**src/rtl/prc_pkg.sv**
```systemverilog
package prc_pkg;

   // widths fixed by the register map and the frame format
   localparam int THR_BITS      = 12;
   localparam int SMALL_BITS    = 8;
   localparam int VIS_BITS      = 8;
   localparam int REP_OUT_BITS  = 16;
   localparam int CSR_IDX_BITS  = 3;
   localparam int CSR_DATA_BITS = 12;

   // register indexes
   localparam logic [CSR_IDX_BITS-1:0] CSR_ARM_OPEN       = 3'd0;
   localparam logic [CSR_IDX_BITS-1:0] CSR_ARM_CLOSE      = 3'd1;
   localparam logic [CSR_IDX_BITS-1:0] CSR_SPREAD_OPEN    = 3'd2;
   localparam logic [CSR_IDX_BITS-1:0] CSR_SPREAD_CLOSE   = 3'd3;
   localparam logic [CSR_IDX_BITS-1:0] CSR_CONFIRM_FRAMES = 3'd4;
   localparam logic [CSR_IDX_BITS-1:0] CSR_MIN_VISIBLE    = 3'd5;

   // register reset values
   localparam logic [THR_BITS-1:0]   ARM_OPEN_RST       = 12'd256;
   localparam logic [THR_BITS-1:0]   ARM_CLOSE_RST      = 12'd0;
   localparam logic [THR_BITS-1:0]   SPREAD_OPEN_RST    = 12'd384;
   localparam logic [THR_BITS-1:0]   SPREAD_CLOSE_RST   = 12'd256;
   localparam logic [SMALL_BITS-1:0] CONFIRM_FRAMES_RST = 8'd3;
   localparam logic [SMALL_BITS-1:0] MIN_VISIBLE_RST    = 8'd128;

   // shoulder width of 10 pixels, squared
   localparam int MIN_WIDTH_SQ = 100;

   typedef struct packed {
      logic fire;
      logic valid;
      logic open;
      logic close;
   } upd_type;

   typedef struct packed {
      logic                    frame_valid;
      logic                    armed;
      logic                    phase;
      logic                    rep_done;
      logic [REP_OUT_BITS-1:0] rep_count;
   } result_type;

   // sign of d - t*sqrt(s) > 0, from signs and the squared magnitude compare
   function automatic logic cmp_gt(input logic d_pos, input logic d_zero,
                                   input logic t_neg, input logic t_zero,
                                   input logic mag_gt, input logic mag_lt);
      logic d_neg;
      logic res;
      d_neg = !d_pos && !d_zero;
      if (!d_neg && (t_neg || t_zero)) begin
         res = !(d_zero && t_zero);
      end else if (!d_pos && !t_neg) begin
         res = 1'b0;
      end else if (d_pos) begin
         res = mag_gt;
      end else begin
         res = mag_lt;
      end
      return res;
   endfunction

   // sign of d - t*sqrt(s) < 0
   function automatic logic cmp_lt(input logic d_pos, input logic d_zero,
                                   input logic t_neg, input logic t_zero,
                                   input logic mag_gt, input logic mag_lt);
      logic d_neg;
      logic res;
      d_neg = !d_pos && !d_zero;
      if (!d_neg && (t_neg || t_zero)) begin
         res = 1'b0;
      end else if (!d_pos && !t_neg) begin
         res = 1'b1;
      end else if (d_pos) begin
         res = mag_lt;
      end else begin
         res = mag_gt;
      end
      return res;
   endfunction

endpackage

```
**src/rtl/prc_req_if.sv**
```systemverilog
interface prc_req_if #(parameter int COORD_BITS = 12);
   logic                              valid;
   logic                              ready;
   logic [COORD_BITS-1:0]             left_shoulder_x;
   logic [COORD_BITS-1:0]             left_shoulder_y;
   logic [COORD_BITS-1:0]             right_shoulder_x;
   logic [COORD_BITS-1:0]             right_shoulder_y;
   logic [COORD_BITS-1:0]             left_wrist_y;
   logic [COORD_BITS-1:0]             right_wrist_y;
   logic [COORD_BITS-1:0]             left_ankle_x;
   logic [COORD_BITS-1:0]             right_ankle_x;
   logic [prc_pkg::VIS_BITS-1:0]      lowest_visibility;

   modport source (
      output valid, left_shoulder_x, left_shoulder_y, right_shoulder_x, right_shoulder_y,
             left_wrist_y, right_wrist_y, left_ankle_x, right_ankle_x, lowest_visibility,
      input  ready
   );
   modport sink (
      input  valid, left_shoulder_x, left_shoulder_y, right_shoulder_x, right_shoulder_y,
             left_wrist_y, right_wrist_y, left_ankle_x, right_ankle_x, lowest_visibility,
      output ready
   );
endinterface

```
**src/rtl/prc_rsp_if.sv**
```systemverilog
interface prc_rsp_if;
   logic                               valid;
   logic                               ready;
   logic                               frame_valid;
   logic                               armed;
   logic                               phase;
   logic                               rep_done;
   logic [prc_pkg::REP_OUT_BITS-1:0]   rep_count;

   modport source (
      output valid, frame_valid, armed, phase, rep_done, rep_count,
      input  ready
   );
   modport sink (
      input  valid, frame_valid, armed, phase, rep_done, rep_count,
      output ready
   );
endinterface

```
**src/rtl/prc_csr_if.sv**
```systemverilog
interface prc_csr_if;
   logic                                valid;
   logic                                ready;
   logic [prc_pkg::CSR_IDX_BITS-1:0]    index;
   logic [prc_pkg::CSR_DATA_BITS-1:0]   data;

   modport source (
      output valid, index, data,
      input  ready
   );
   modport sink (
      input  valid, index, data,
      output ready
   );
endinterface

```
**src/rtl/pose_rep_counter.sv**
```systemverilog
// an item is taken only while the sequencer is idle, so a new item waits until the last one is done
// each item takes 13 passes through the one shared multiplier plus capture, the last threshold
//   compare and the update of the posture tracker
// a result waiting at the output does not block the next item; only the final update waits
// reset: synchronous, active high; clears the sequencer, the tracker state, the count and
//   the output valid, and loads the configuration registers with their reset values
module pose_rep_counter #(
   parameter int COORD_BITS = 12,
   parameter int COUNT_BITS = 16
) (
   input  logic       clock,
   input  logic       reset,
   prc_req_if.sink    req_if,
   prc_rsp_if.source  rsp_if,
   prc_csr_if.sink    csr_if
);

   // datapath widths
   localparam int S_W     = 2 * COORD_BITS + 1;             // dx^2 + dy^2
   localparam int SQ_W    = 2 * COORD_BITS;                 // one squared difference
   localparam int MUL_A_W = S_W + prc_pkg::THR_BITS;        // s or t*s
   localparam int MUL_B_W = (COORD_BITS > prc_pkg::THR_BITS) ? COORD_BITS : prc_pkg::THR_BITS;
   localparam int P_W     = MUL_A_W + MUL_B_W;
   localparam int CMP_W   = S_W + 2 * prc_pkg::THR_BITS;    // t^2 * s

   // sequencer steps
   localparam int STEP_BITS = 4;
   localparam logic [STEP_BITS-1:0] ST_IDLE = 4'd0;
   localparam logic [STEP_BITS-1:0] ST_DX   = 4'd1;
   localparam logic [STEP_BITS-1:0] ST_DY   = 4'd2;
   localparam logic [STEP_BITS-1:0] ST_LL   = 4'd3;
   localparam logic [STEP_BITS-1:0] ST_RL   = 4'd4;
   localparam logic [STEP_BITS-1:0] ST_SP   = 4'd5;
   localparam logic [STEP_BITS-1:0] ST_AO1  = 4'd6;
   localparam logic [STEP_BITS-1:0] ST_AO2  = 4'd7;
   localparam logic [STEP_BITS-1:0] ST_AC1  = 4'd8;
   localparam logic [STEP_BITS-1:0] ST_AC2  = 4'd9;
   localparam logic [STEP_BITS-1:0] ST_SO1  = 4'd10;
   localparam logic [STEP_BITS-1:0] ST_SO2  = 4'd11;
   localparam logic [STEP_BITS-1:0] ST_SC1  = 4'd12;
   localparam logic [STEP_BITS-1:0] ST_SC2  = 4'd13;
   localparam logic [STEP_BITS-1:0] ST_SC3  = 4'd14;
   localparam logic [STEP_BITS-1:0] ST_DONE = 4'd15;

   // configuration registers
   logic [prc_pkg::THR_BITS-1:0]   arm_open_ff, arm_close_ff;
   logic [prc_pkg::THR_BITS-1:0]   spread_open_ff, spread_close_ff;
   logic [prc_pkg::SMALL_BITS-1:0] confirm_frames_ff, min_visible_ff;

   // sequencer and captured frame
   logic [STEP_BITS-1:0]  step_ff;
   logic [COORD_BITS-1:0] dx_mag_ff, dy_mag_ff, ll_mag_ff, rl_mag_ff, sp_mag_ff;
   logic                  ll_pos_ff, ll_zero_ff, rl_pos_ff, rl_zero_ff;
   logic                  vis_ok_ff;
   logic [S_W-1:0]        s_ff;
   logic [SQ_W-1:0]       dll_ff, drl_ff, dsp_ff;
   logic                  open_ff, close_ff;

   // output register
   logic                  rsp_valid_ff;
   prc_pkg::result_type   rsp_ff;

   logic                  req_fire;
   logic                  rsp_free;
   logic [MUL_A_W-1:0]    mul_a;
   logic [MUL_B_W-1:0]    mul_b;
   logic [P_W-1:0]        p_ff;

   // threshold under multiply and threshold under compare
   logic [prc_pkg::THR_BITS-1:0] thr_raw, cmp_raw;
   logic                         thr_signed, cmp_signed;
   logic [prc_pkg::THR_BITS-1:0] thr_mag;
   logic                         cmp_neg, cmp_zero;

   // magnitude compare against t^2 * s
   logic [CMP_W-1:0]      tt, dd_a, dd_b;
   logic                  a_pos, a_zero;
   logic                  a_gt, a_lt, b_gt, b_lt;
   logic                  gt_a, lt_a, gt_b, lt_b;

   prc_pkg::upd_type      upd;
   prc_pkg::result_type   res;

   function automatic logic [COORD_BITS-1:0] absdiff(input logic [COORD_BITS-1:0] p,
                                                     input logic [COORD_BITS-1:0] q);
      return (p > q) ? (p - q) : (q - p);
   endfunction

   assign req_fire      = req_if.valid && req_if.ready;
   assign req_if.ready  = (step_ff == ST_IDLE);
   assign rsp_free      = !rsp_valid_ff || rsp_if.ready;
   assign csr_if.ready  = 1'b1;

   // register writes; an index past the map is dropped
   always_ff @(posedge clock) begin
      if (reset) begin
         arm_open_ff       <= prc_pkg::ARM_OPEN_RST;
         arm_close_ff      <= prc_pkg::ARM_CLOSE_RST;
         spread_open_ff    <= prc_pkg::SPREAD_OPEN_RST;
         spread_close_ff   <= prc_pkg::SPREAD_CLOSE_RST;
         confirm_frames_ff <= prc_pkg::CONFIRM_FRAMES_RST;
         min_visible_ff    <= prc_pkg::MIN_VISIBLE_RST;
      end else if (csr_if.valid && csr_if.ready) begin
         case (csr_if.index)
            prc_pkg::CSR_ARM_OPEN: begin
               arm_open_ff <= csr_if.data[prc_pkg::THR_BITS-1:0];
            end
            prc_pkg::CSR_ARM_CLOSE: begin
               arm_close_ff <= csr_if.data[prc_pkg::THR_BITS-1:0];
            end
            prc_pkg::CSR_SPREAD_OPEN: begin
               spread_open_ff <= csr_if.data[prc_pkg::THR_BITS-1:0];
            end
            prc_pkg::CSR_SPREAD_CLOSE: begin
               spread_close_ff <= csr_if.data[prc_pkg::THR_BITS-1:0];
            end
            prc_pkg::CSR_CONFIRM_FRAMES: begin
               confirm_frames_ff <= csr_if.data[prc_pkg::SMALL_BITS-1:0];
            end
            prc_pkg::CSR_MIN_VISIBLE: begin
               min_visible_ff <= csr_if.data[prc_pkg::SMALL_BITS-1:0];
            end
            default: begin
            end
         endcase
      end
   end

   // threshold fed to the multiplier in each t*s / (t*s)*t pair
   always_comb begin
      case (step_ff)
         ST_AO1, ST_AO2: begin
            thr_raw    = arm_open_ff;
            thr_signed = 1'b1;
         end
         ST_AC1, ST_AC2: begin
            thr_raw    = arm_close_ff;
            thr_signed = 1'b1;
         end
         ST_SO1, ST_SO2: begin
            thr_raw    = spread_open_ff;
            thr_signed = 1'b0;
         end
         default: begin
            thr_raw    = spread_close_ff;
            thr_signed = 1'b0;
         end
      endcase
      thr_mag = (thr_signed && thr_raw[prc_pkg::THR_BITS-1]) ?
                (~thr_raw + prc_pkg::THR_BITS'(1)) : thr_raw;
   end

   // threshold whose t^2 * s sits in the product register this step
   always_comb begin
      case (step_ff)
         ST_AC1: begin
            cmp_raw    = arm_open_ff;
            cmp_signed = 1'b1;
         end
         ST_SO1: begin
            cmp_raw    = arm_close_ff;
            cmp_signed = 1'b1;
         end
         ST_SC1: begin
            cmp_raw    = spread_open_ff;
            cmp_signed = 1'b0;
         end
         default: begin
            cmp_raw    = spread_close_ff;
            cmp_signed = 1'b0;
         end
      endcase
      cmp_neg  = cmp_signed && cmp_raw[prc_pkg::THR_BITS-1];
      cmp_zero = (cmp_raw == '0);
   end

   // operand select for the shared multiplier
   always_comb begin
      case (step_ff)
         ST_DX: begin
            mul_a = MUL_A_W'(dx_mag_ff);
            mul_b = MUL_B_W'(dx_mag_ff);
         end
         ST_DY: begin
            mul_a = MUL_A_W'(dy_mag_ff);
            mul_b = MUL_B_W'(dy_mag_ff);
         end
         ST_LL: begin
            mul_a = MUL_A_W'(ll_mag_ff);
            mul_b = MUL_B_W'(ll_mag_ff);
         end
         ST_RL: begin
            mul_a = MUL_A_W'(rl_mag_ff);
            mul_b = MUL_B_W'(rl_mag_ff);
         end
         ST_SP: begin
            mul_a = MUL_A_W'(sp_mag_ff);
            mul_b = MUL_B_W'(sp_mag_ff);
         end
         ST_AO1, ST_AC1, ST_SO1, ST_SC1: begin
            mul_a = MUL_A_W'(s_ff);
            mul_b = MUL_B_W'(thr_mag);
         end
         ST_AO2, ST_AC2, ST_SO2, ST_SC2: begin
            mul_a = p_ff[MUL_A_W-1:0];
            mul_b = MUL_B_W'(thr_mag);
         end
         default: begin
            mul_a = '0;
            mul_b = '0;
         end
      endcase
   end

   prc_mul #(
      .A_W (MUL_A_W),
      .B_W (MUL_B_W)
   ) u_mul (
      .clock (clock),
      .a     (mul_a),
      .b     (mul_b),
      .p_ff  (p_ff)
   );

   // d = 256 * diff, so d^2 is diff^2 shifted up by 16
   assign tt    = p_ff[CMP_W-1:0];
   assign dd_a  = (step_ff == ST_SC1 || step_ff == ST_SC3) ?
                  CMP_W'({dsp_ff, 16'h0000}) : CMP_W'({dll_ff, 16'h0000});
   assign dd_b  = CMP_W'({drl_ff, 16'h0000});
   assign a_pos  = (step_ff == ST_SC1 || step_ff == ST_SC3) ? (sp_mag_ff != '0) : ll_pos_ff;
   assign a_zero = (step_ff == ST_SC1 || step_ff == ST_SC3) ? (sp_mag_ff == '0) : ll_zero_ff;
   assign a_gt  = dd_a > tt;
   assign a_lt  = dd_a < tt;
   assign b_gt  = dd_b > tt;
   assign b_lt  = dd_b < tt;
   assign gt_a  = prc_pkg::cmp_gt(a_pos, a_zero, cmp_neg, cmp_zero, a_gt, a_lt);
   assign lt_a  = prc_pkg::cmp_lt(a_pos, a_zero, cmp_neg, cmp_zero, a_gt, a_lt);
   assign gt_b  = prc_pkg::cmp_gt(rl_pos_ff, rl_zero_ff, cmp_neg, cmp_zero, b_gt, b_lt);
   assign lt_b  = prc_pkg::cmp_lt(rl_pos_ff, rl_zero_ff, cmp_neg, cmp_zero, b_gt, b_lt);

   // sequencer: one multiply issued per step, its product captured the next step
   always_ff @(posedge clock) begin
      if (reset) begin
         step_ff <= ST_IDLE;
      end else begin
         case (step_ff)
            ST_IDLE: begin
               if (req_fire) begin
                  step_ff <= ST_DX;
               end
            end
            ST_DONE: begin
               if (rsp_free) begin
                  step_ff <= ST_IDLE;
               end
            end
            default: begin
               step_ff <= step_ff + STEP_BITS'(1);
            end
         endcase
      end
   end

   // captured frame and intermediate products
   always_ff @(posedge clock) begin
      if (req_fire) begin
         dx_mag_ff  <= absdiff(req_if.left_shoulder_x, req_if.right_shoulder_x);
         dy_mag_ff  <= absdiff(req_if.left_shoulder_y, req_if.right_shoulder_y);
         ll_mag_ff  <= absdiff(req_if.left_shoulder_y, req_if.left_wrist_y);
         rl_mag_ff  <= absdiff(req_if.right_shoulder_y, req_if.right_wrist_y);
         sp_mag_ff  <= absdiff(req_if.left_ankle_x, req_if.right_ankle_x);
         ll_pos_ff  <= req_if.left_shoulder_y > req_if.left_wrist_y;
         ll_zero_ff <= req_if.left_shoulder_y == req_if.left_wrist_y;
         rl_pos_ff  <= req_if.right_shoulder_y > req_if.right_wrist_y;
         rl_zero_ff <= req_if.right_shoulder_y == req_if.right_wrist_y;
         vis_ok_ff  <= req_if.lowest_visibility >= min_visible_ff;
      end
      case (step_ff)
         ST_DY: begin
            s_ff <= p_ff[S_W-1:0];
         end
         ST_LL: begin
            s_ff <= s_ff + p_ff[S_W-1:0];
         end
         ST_RL: begin
            dll_ff <= p_ff[SQ_W-1:0];
         end
         ST_SP: begin
            drl_ff <= p_ff[SQ_W-1:0];
         end
         ST_AO1: begin
            dsp_ff <= p_ff[SQ_W-1:0];
         end
         ST_AC1: begin
            open_ff <= gt_a && gt_b;             // both arms above open
         end
         ST_SO1: begin
            close_ff <= lt_a && lt_b;            // both arms below close
         end
         ST_SC1: begin
            open_ff <= open_ff && gt_a;          // legs spread past open
         end
         ST_SC3: begin
            close_ff <= close_ff && lt_a;        // legs together past close
         end
         default: begin
         end
      endcase
   end

   // posture tracker update at the end of each item
   always_comb begin
      upd.fire  = (step_ff == ST_DONE) && rsp_free;
      upd.valid = vis_ok_ff && (s_ff >= S_W'(prc_pkg::MIN_WIDTH_SQ));
      upd.open  = open_ff;
      upd.close = close_ff;
   end

   prc_tracker #(
      .COUNT_BITS (COUNT_BITS)
   ) u_tracker (
      .clock          (clock),
      .reset          (reset),
      .upd            (upd),
      .confirm_frames (confirm_frames_ff),
      .res            (res)
   );

   // output register
   always_ff @(posedge clock) begin
      if (reset) begin
         rsp_valid_ff <= 1'b0;
      end else if (upd.fire) begin
         rsp_valid_ff <= 1'b1;
      end else if (rsp_if.ready) begin
         rsp_valid_ff <= 1'b0;
      end
   end

   always_ff @(posedge clock) begin
      if (upd.fire) begin
         rsp_ff <= res;
      end
   end

   assign rsp_if.valid       = rsp_valid_ff;
   assign rsp_if.frame_valid = rsp_ff.frame_valid;
   assign rsp_if.armed       = rsp_ff.armed;
   assign rsp_if.phase       = rsp_ff.phase;
   assign rsp_if.rep_done    = rsp_ff.rep_done;
   assign rsp_if.rep_count   = rsp_ff.rep_count;

`ifndef SYNTH
   // a repetition completes only when armed and back in the ready phase
   a_done_ready: assert property (@(posedge clock) disable iff (reset)
      rsp_if.valid && rsp_if.rep_done |-> rsp_if.armed && !rsp_if.phase)
      else $error("rep_done outside armed ready phase");

   // the open phase is never reported before arming
   a_phase_armed: assert property (@(posedge clock) disable iff (reset)
      rsp_if.valid && !rsp_if.armed |-> !rsp_if.phase)
      else $error("open phase while not armed");

   // an invalid frame never completes a repetition
   a_invalid_no_rep: assert property (@(posedge clock) disable iff (reset)
      rsp_if.valid && !rsp_if.frame_valid |-> !rsp_if.rep_done)
      else $error("rep_done on invalid frame");

   // a new result only comes out of the final sequencer step
   a_rsp_from_done: assert property (@(posedge clock) disable iff (reset)
      $rose(rsp_valid_ff) |-> $past(step_ff == ST_DONE))
      else $error("result raised outside final step");
`endif

endmodule

```
**src/rtl/prc_mul.sv**
```systemverilog
module prc_mul #(
   parameter int A_W = 37,
   parameter int B_W = 12
) (
   input  logic               clock,
   input  logic [A_W-1:0]     a,
   input  logic [B_W-1:0]     b,
   output logic [A_W+B_W-1:0] p_ff
);

   // shared unsigned multiplier, product registered
   always_ff @(posedge clock) begin
      p_ff <= (A_W+B_W)'(a) * (A_W+B_W)'(b);
   end

endmodule

```
**src/rtl/prc_tracker.sv**
```systemverilog
module prc_tracker #(
   parameter int COUNT_BITS = 16
) (
   input  logic                            clock,
   input  logic                            reset,
   input  prc_pkg::upd_type                upd,
   input  logic [prc_pkg::SMALL_BITS-1:0]  confirm_frames,
   output prc_pkg::result_type             res
);

   logic                           armed_ff, armed_in;
   logic                           phase_ff, phase_in;
   logic [prc_pkg::SMALL_BITS-1:0] settle_ff, settle_in;
   logic [prc_pkg::SMALL_BITS-1:0] open_run_ff, open_run_in;
   logic [prc_pkg::SMALL_BITS-1:0] close_run_ff, close_run_in;
   logic [COUNT_BITS-1:0]          reps_ff, reps_in;
   logic                           done;
   logic [prc_pkg::SMALL_BITS-1:0] need;
   logic [prc_pkg::SMALL_BITS-1:0] settle_inc, open_inc, close_inc;
   logic [31:0]                    reps_wide;

   // zero frames to confirm behaves like one
   assign need       = (confirm_frames == '0) ? prc_pkg::SMALL_BITS'(1) : confirm_frames;
   assign settle_inc = settle_ff + prc_pkg::SMALL_BITS'(1);
   assign open_inc   = open_run_ff + prc_pkg::SMALL_BITS'(1);
   assign close_inc  = close_run_ff + prc_pkg::SMALL_BITS'(1);

   always_comb begin
      armed_in     = armed_ff;
      phase_in     = phase_ff;
      settle_in    = settle_ff;
      open_run_in  = open_run_ff;
      close_run_in = close_run_ff;
      reps_in      = reps_ff;
      done         = 1'b0;
      if (!upd.valid) begin
         settle_in    = '0;
         open_run_in  = '0;
         close_run_in = '0;
      end else if (!armed_ff) begin
         if (upd.close) begin
            settle_in = settle_inc;
            if (settle_inc >= need) begin
               armed_in  = 1'b1;
               settle_in = '0;
               phase_in  = 1'b0;
            end
         end else begin
            settle_in = '0;
         end
      end else if (!phase_ff) begin
         if (upd.open) begin
            open_run_in = open_inc;
            if (open_inc >= need) begin
               phase_in     = 1'b1;
               open_run_in  = '0;
               close_run_in = '0;
            end
         end else begin
            open_run_in = '0;
         end
      end else begin
         if (upd.close) begin
            close_run_in = close_inc;
            if (close_inc >= need) begin
               if (reps_ff != '1) begin
                  reps_in = reps_ff + COUNT_BITS'(1);
               end
               done         = 1'b1;
               phase_in     = 1'b0;
               close_run_in = '0;
               open_run_in  = '0;
            end
         end else begin
            close_run_in = '0;
         end
      end
   end

   always_ff @(posedge clock) begin
      if (reset) begin
         armed_ff     <= 1'b0;
         phase_ff     <= 1'b0;
         settle_ff    <= '0;
         open_run_ff  <= '0;
         close_run_ff <= '0;
         reps_ff      <= '0;
      end else if (upd.fire) begin
         armed_ff     <= armed_in;
         phase_ff     <= phase_in;
         settle_ff    <= settle_in;
         open_run_ff  <= open_run_in;
         close_run_ff <= close_run_in;
         reps_ff      <= reps_in;
      end
   end

   assign reps_wide = 32'(reps_in);

   always_comb begin
      res.frame_valid = upd.valid;
      res.armed       = armed_in;
      res.phase       = phase_in;
      res.rep_done    = done;
      res.rep_count   = reps_wide[prc_pkg::REP_OUT_BITS-1:0];
   end

endmodule
```
**src/flat_wrapper.sv**
```systemverilog
// flat-port wrapper written by rule: the top's interface ports become plain ports
module pose_rep_counter_flat 
#(
   parameter int COORD_BITS = 12,
   parameter int COUNT_BITS = 16
)
  (clock, reset, req_if_valid, req_if_left_shoulder_x, req_if_left_shoulder_y, req_if_right_shoulder_x, req_if_right_shoulder_y, req_if_left_wrist_y, req_if_right_wrist_y, req_if_left_ankle_x, req_if_right_ankle_x, req_if_lowest_visibility, req_if_ready, rsp_if_valid, rsp_if_frame_valid, rsp_if_armed, rsp_if_phase, rsp_if_rep_done, rsp_if_rep_count, rsp_if_ready, csr_if_valid, csr_if_index, csr_if_data, csr_if_ready);
  prc_req_if #(.COORD_BITS(COORD_BITS)) req_if_i ();
  prc_rsp_if rsp_if_i ();
  prc_csr_if csr_if_i ();
  input  logic clock;
  input  logic reset;
  input wire logic [$bits(req_if_i.valid)-1:0] req_if_valid;
  input wire logic [$bits(req_if_i.left_shoulder_x)-1:0] req_if_left_shoulder_x;
  input wire logic [$bits(req_if_i.left_shoulder_y)-1:0] req_if_left_shoulder_y;
  input wire logic [$bits(req_if_i.right_shoulder_x)-1:0] req_if_right_shoulder_x;
  input wire logic [$bits(req_if_i.right_shoulder_y)-1:0] req_if_right_shoulder_y;
  input wire logic [$bits(req_if_i.left_wrist_y)-1:0] req_if_left_wrist_y;
  input wire logic [$bits(req_if_i.right_wrist_y)-1:0] req_if_right_wrist_y;
  input wire logic [$bits(req_if_i.left_ankle_x)-1:0] req_if_left_ankle_x;
  input wire logic [$bits(req_if_i.right_ankle_x)-1:0] req_if_right_ankle_x;
  input wire logic [$bits(req_if_i.lowest_visibility)-1:0] req_if_lowest_visibility;
  output wire logic [$bits(req_if_i.ready)-1:0] req_if_ready;
  output wire logic [$bits(rsp_if_i.valid)-1:0] rsp_if_valid;
  output wire logic [$bits(rsp_if_i.frame_valid)-1:0] rsp_if_frame_valid;
  output wire logic [$bits(rsp_if_i.armed)-1:0] rsp_if_armed;
  output wire logic [$bits(rsp_if_i.phase)-1:0] rsp_if_phase;
  output wire logic [$bits(rsp_if_i.rep_done)-1:0] rsp_if_rep_done;
  output wire logic [$bits(rsp_if_i.rep_count)-1:0] rsp_if_rep_count;
  input wire logic [$bits(rsp_if_i.ready)-1:0] rsp_if_ready;
  input wire logic [$bits(csr_if_i.valid)-1:0] csr_if_valid;
  input wire logic [$bits(csr_if_i.index)-1:0] csr_if_index;
  input wire logic [$bits(csr_if_i.data)-1:0] csr_if_data;
  output wire logic [$bits(csr_if_i.ready)-1:0] csr_if_ready;
  assign req_if_i.valid = req_if_valid;
  assign req_if_i.left_shoulder_x = req_if_left_shoulder_x;
  assign req_if_i.left_shoulder_y = req_if_left_shoulder_y;
  assign req_if_i.right_shoulder_x = req_if_right_shoulder_x;
  assign req_if_i.right_shoulder_y = req_if_right_shoulder_y;
  assign req_if_i.left_wrist_y = req_if_left_wrist_y;
  assign req_if_i.right_wrist_y = req_if_right_wrist_y;
  assign req_if_i.left_ankle_x = req_if_left_ankle_x;
  assign req_if_i.right_ankle_x = req_if_right_ankle_x;
  assign req_if_i.lowest_visibility = req_if_lowest_visibility;
  assign req_if_ready = req_if_i.ready;
  assign rsp_if_valid = rsp_if_i.valid;
  assign rsp_if_frame_valid = rsp_if_i.frame_valid;
  assign rsp_if_armed = rsp_if_i.armed;
  assign rsp_if_phase = rsp_if_i.phase;
  assign rsp_if_rep_done = rsp_if_i.rep_done;
  assign rsp_if_rep_count = rsp_if_i.rep_count;
  assign rsp_if_i.ready = rsp_if_ready;
  assign csr_if_i.valid = csr_if_valid;
  assign csr_if_i.index = csr_if_index;
  assign csr_if_i.data = csr_if_data;
  assign csr_if_ready = csr_if_i.ready;
  pose_rep_counter #(.COORD_BITS(COORD_BITS), .COUNT_BITS(COUNT_BITS)) u_core (.clock(clock), .reset(reset), .req_if(req_if_i), .rsp_if(rsp_if_i), .csr_if(csr_if_i));
endmodule
```
**config.mk**
```make
export PLATFORM = sky130hd
export DESIGN_NAME = pose_rep_counter_flat
export DESIGN_NICKNAME = d
export VERILOG_FILES = /design/src/rtl/prc_pkg.sv /design/src/rtl/prc_req_if.sv /design/src/rtl/prc_rsp_if.sv /design/src/rtl/prc_csr_if.sv /design/src/rtl/pose_rep_counter.sv /design/src/rtl/prc_mul.sv /design/src/rtl/prc_tracker.sv /design/src/flat_wrapper.sv
export SDC_FILE = /design/constraint.sdc
export NUM_CORES = 2
export LEC_CHECK = 0
export ABC_AREA = 1
export BUFFER_PORTS_ARGS = -buffer_cell sky130_fd_sc_hd__buf_2
export CAP_MARGIN = 20
export CORE_AREA = 2 2 270 272
export DETAILED_ROUTE_END_ITERATION = 10
export DIE_AREA = 0 0 272 274
export PLACE_DENSITY = 0.78
export SYNTH_ARGS = -nofsm -noshare
export SYNTH_HDL_FRONTEND = slang
export SYNTH_HIERARCHICAL = 1
export SYNTH_SLANG_ARGS = --single-unit
```
**constraint.sdc**
```tcl
create_clock -name clock -period 17.31 [get_ports clock]
set_input_delay 1.731 -clock clock [delete_from_list [all_inputs] [get_ports clock]]
set_output_delay 1.731 -clock clock [all_outputs]
set_load 0.01 [all_outputs]
```
==> metrics.csv <==
stage,metric,value,unit
run_status,outcome,"finished, final reports clean",
grt,overflow,0,
clock_tree,clockBufferDepth,3,
pwr,internal-power,2210,uW
critical_path,path_buf_inv,5,
routing,routed_wl,109,mm
layout,seq_area,0.00873,mm^2
min_path,holdPathEnd,u_core/min_visible_ff[5],
yosys,synth_top_cell_by_area,fa_1,
placement,dp_cells,6355,
floorplanning,pin_count,147,
pwr,power_frac_clock,0.213,
pwr,p_switching,1970,uW
critical_path,timing.rr.end,u_core/u_mul/p_ff[31],
critical_path,worstSetupEndpointType,flop,
grt,grt_max_degree,67,
pwr,p_comb_frac,0.514,
clock_tree,tritoncts,built,
critical_path,rr_startpoint,u_core/step_ff[0],
layout,multi_input_area,0.0253,mm^2
routing,drtIter0Drc,3058,
critical_path,rr_worst_depth,29,
timing,maxSlewViolCount,0,
run,maxCapViolCount,0,
floorplanning,std_cell_rows,99,
placement,dp_hpwl,85.0,mm
grt,grt_first_pass_wirelength,175,mm
floorplanning,fp.dieW,272,um
routing,vias,34894,
yosys,ys_types,67,
layout,mostFrequentLayoutCell,nand2_1,
yosys,synth_area_leaders,"fa_1 (19%), nand2_1 (14%), edfxtp_1 (14%)",
placement,io_buffers,145,
yosys,synth_ff_type,edfxtp_1,
clock_tree,cts_setup_buffers,0,
floorplanning,core_area,0.0720,mm^2
timing,finClkSkew,0.0484,ns
pwr,ir_drop,0.101,mV
pwr,switching_share,0.471,
clock_tree,htreeDepth,2,
timing,tns,0,ns
timing,timing.final.ws_setup,9.14,ns
clock_tree,numCtsBuffers,40,
routing,wire_per_inst,16.9,um
floorplanning,start_util,0.543,
critical_path,start_kind,flop,
critical_path,r2r_slack,9.14,ns
critical_path,cpPeakStageDelay,0.84,ns
grt,grt_pass1_vias,33957,
critical_path,required,17.78,ns
min_path,hold_depth,2,
clock_tree,clk_pin_slew,0.06,ns
yosys,synthArstFlopShare,0,
timing,fin_crit,8.17,ns
grt,track_usage,0.294,
timing,setup_viol,0,
yosys,ys.warnings.count,6,
yosys,syn_nets,6170,
floorplanning,dieArea,0.0745,mm^2
clock_tree,hold_buffers,0,
pwr,powerDensity,99.4,mW/mm^2
critical_path,cp.arrival,8.64,ns
min_path,hp-class,reg -> reg,
timing,rsz0062_at_grt,false,
critical_path,crit_path_top_delay_cell,nand2_2,
clock_tree,insertion_delay,0.59,ns
layout,area_delta_synth_final,7.74,%
pwr,p_seq_frac,0.272,
yosys,synth_edf_count,184,
critical_path,cpMostUsedCell,nand3_1,
layout,final_layout_size_suffix_gt1_frac,0.0711,
layout,nFillCells,6578,
yosys,synth-seq-cells,344,
yosys,seq_area_frac_synth,0.223,
routing,firstDrtPassIters,8,
yosys,synth_top_area_frac,0.185,
routing,drc,0,
layout,final_cell_mix,"nand2_1 (1499), inv_1 (1152), fa_1 (361)",
min_path,holdCritStartpoint,u_core/min_visible_ff[5],
timing,clock.fmax,0.122,GHz
yosys,synthCells,5373,
routing,routed_via_density,5.43,
routing,ant_nets,0,
yosys,syn-cell-area,0.0391,mm^2
clock_tree,cts_num_sinks,344,
pwr,leakage,0.0222,uW
timing,worstMarginPinSlew,1.08,ns
critical_path,path_class,reg -> reg,
timing,period_share,0.472,
timing,hold_viol_final,0,
timing,relSlewSlack,0.280,
layout,nets,6236,
critical_path,critPathTopFamily,adder cells,
yosys,syn_avg_cell_area,7.27,um^2
placement,place_ws,9.26,ns
timing,hold_slack,0.468,ns
grt,antenna_found_initial,1,
critical_path,crit_fanout,37,
clock_tree,cts_resized,0,
clock_tree,clockRootBuffer,clkbuf_16,
floorplanning,die_h,274,um
layout,final_cells,6430,
placement,gp_congestion,0.976,
-- how the worst max path moves through the flow --
| stage | startpoint | to | slack, ns | cells after the start |
|---|---|---|---|---|
| 6_report | u_core/step_ff[0] | u_core/u_mul/p_ff[31] | 9.14 | 29 |
| 5_1_grt | u_core/step_ff[0] | u_core/u_mul/p_ff[31] | 8.58 | 29 |
| 4_1_cts | u_core/step_ff[0] | u_core/u_mul/p_ff[20] | 9.25 | 30 |
| 3_5_place_dp | u_core/step_ff[0] | u_core/u_mul/p_ff[20] | 9.26 | 30 |
| 3_3_place_gp | u_core/step_ff[0] | u_core/u_mul/p_ff[20] | 9.54 | 33 |
| 2_1_floorplan | u_core/step_ff[1] | u_core/u_mul/p_ff[36] | 10.05 | 32 |
-- power groups by stage --
stage / combinational (uW) / sequential (uW) / clock [uW]
floorplan: 1520 / 1070 / 0
global placement: 2090 / 1150 / 0
detailed placement: 2110 / 1140 / 0
CTS: 2130 / 1130 / 903
global route: 2390 / 1140 / 936
finish: 2150 / 1140 / 892
-- Yosys cell counts (51+ instances only) --
cell type,count
o21ai_0,206
fa_1,361
inv_1,1153
dfxtp_1,160
nand4_1,51
nand3_1,176
clkbuf_1,113
a21oi_1,258
ha_1,312
nor2_1,349
xor2_1,89
nand2_1,1501
edfxtp_1,184
-- worst register-to-register path: cells and delay by family, from the launching register on --
family          cells  cell delay, ns
compound gates      3            1.23
fa+ha+maj           7            3.36
buf+inv             5            0.47
flops               1            0.33
simple gates       14            2.68
-- stage by stage --
| step | power [uW] | util | cell area (um^2) |
|---|---|---|---|
| floorplan | 2590 | - | 39100 |
| global placement | 3230 | 0.565 | 40700 |
| detailed placement | 3260 | 0.565 | 40700 |
| CTS | 4160 | 0.585 | 42100 |
| global route | 4470 | 0.585 | 42100 |
| finish | 4180 | 0.585 | 42100 |
-- cells by family (layout without fill, tap and decap cells) --
group / Yosys count / count (layout) / synth area share
adder cells (fa/ha/maj): 673 / 673 / 0.285
AO/OA/AOI/OAI: 644 / 644 / 0.0932
multiplexers: 10 / 10 / 0.00266
AND/OR/NAND/NOR: 2240 / 2240 / 0.238
other: 1 / 2 / 0.0000960
XOR/XNOR: 116 / 116 / 0.0260
flip-flops: 344 / 344 / 0.223
buffers and inverters: 1345 / 1442 / 0.132
-- area by class of cell --
cell class                      count  share of cell area
Multi-Input combinational cell   3684               0.600
Tap cell                          959              0.0285
Clock buffer                       51              0.0263
Inverter                         1178               0.105
Clock inverter                     22             0.00675
Timing Repair Buffer              191              0.0255
Antenna cell                        1           0.0000595
Sequential cell                   344               0.207
-- metal layers --
| layer | global-route usage | part of all wire | vias up |
|---|---|---|---|
| met5 | 0 | 0 | - |
| met4 | 0.141 | 0.051 | 0 |
| met3 | 0.0419 | 0.083 | 316 |
| met2 | 0.488 | 0.46 | 1557 |
| met1 | 0.380 | 0.40 | 16366 |
| li1 | - | - | 16655 |
-- state kept, by name (all words and copies together) (netlist names), 16 cells and up --
signal,flops
u_core/u_mul/p_ff,49
u_core/s_ff,25
u_core/dll_ff,24
u_core/drl_ff,24
u_core/dsp_ff,24
u_core/rsp_if.rep_count,16
u_core/u_tracker/reps_ff,16
Power figures use the tool's default switching activity.
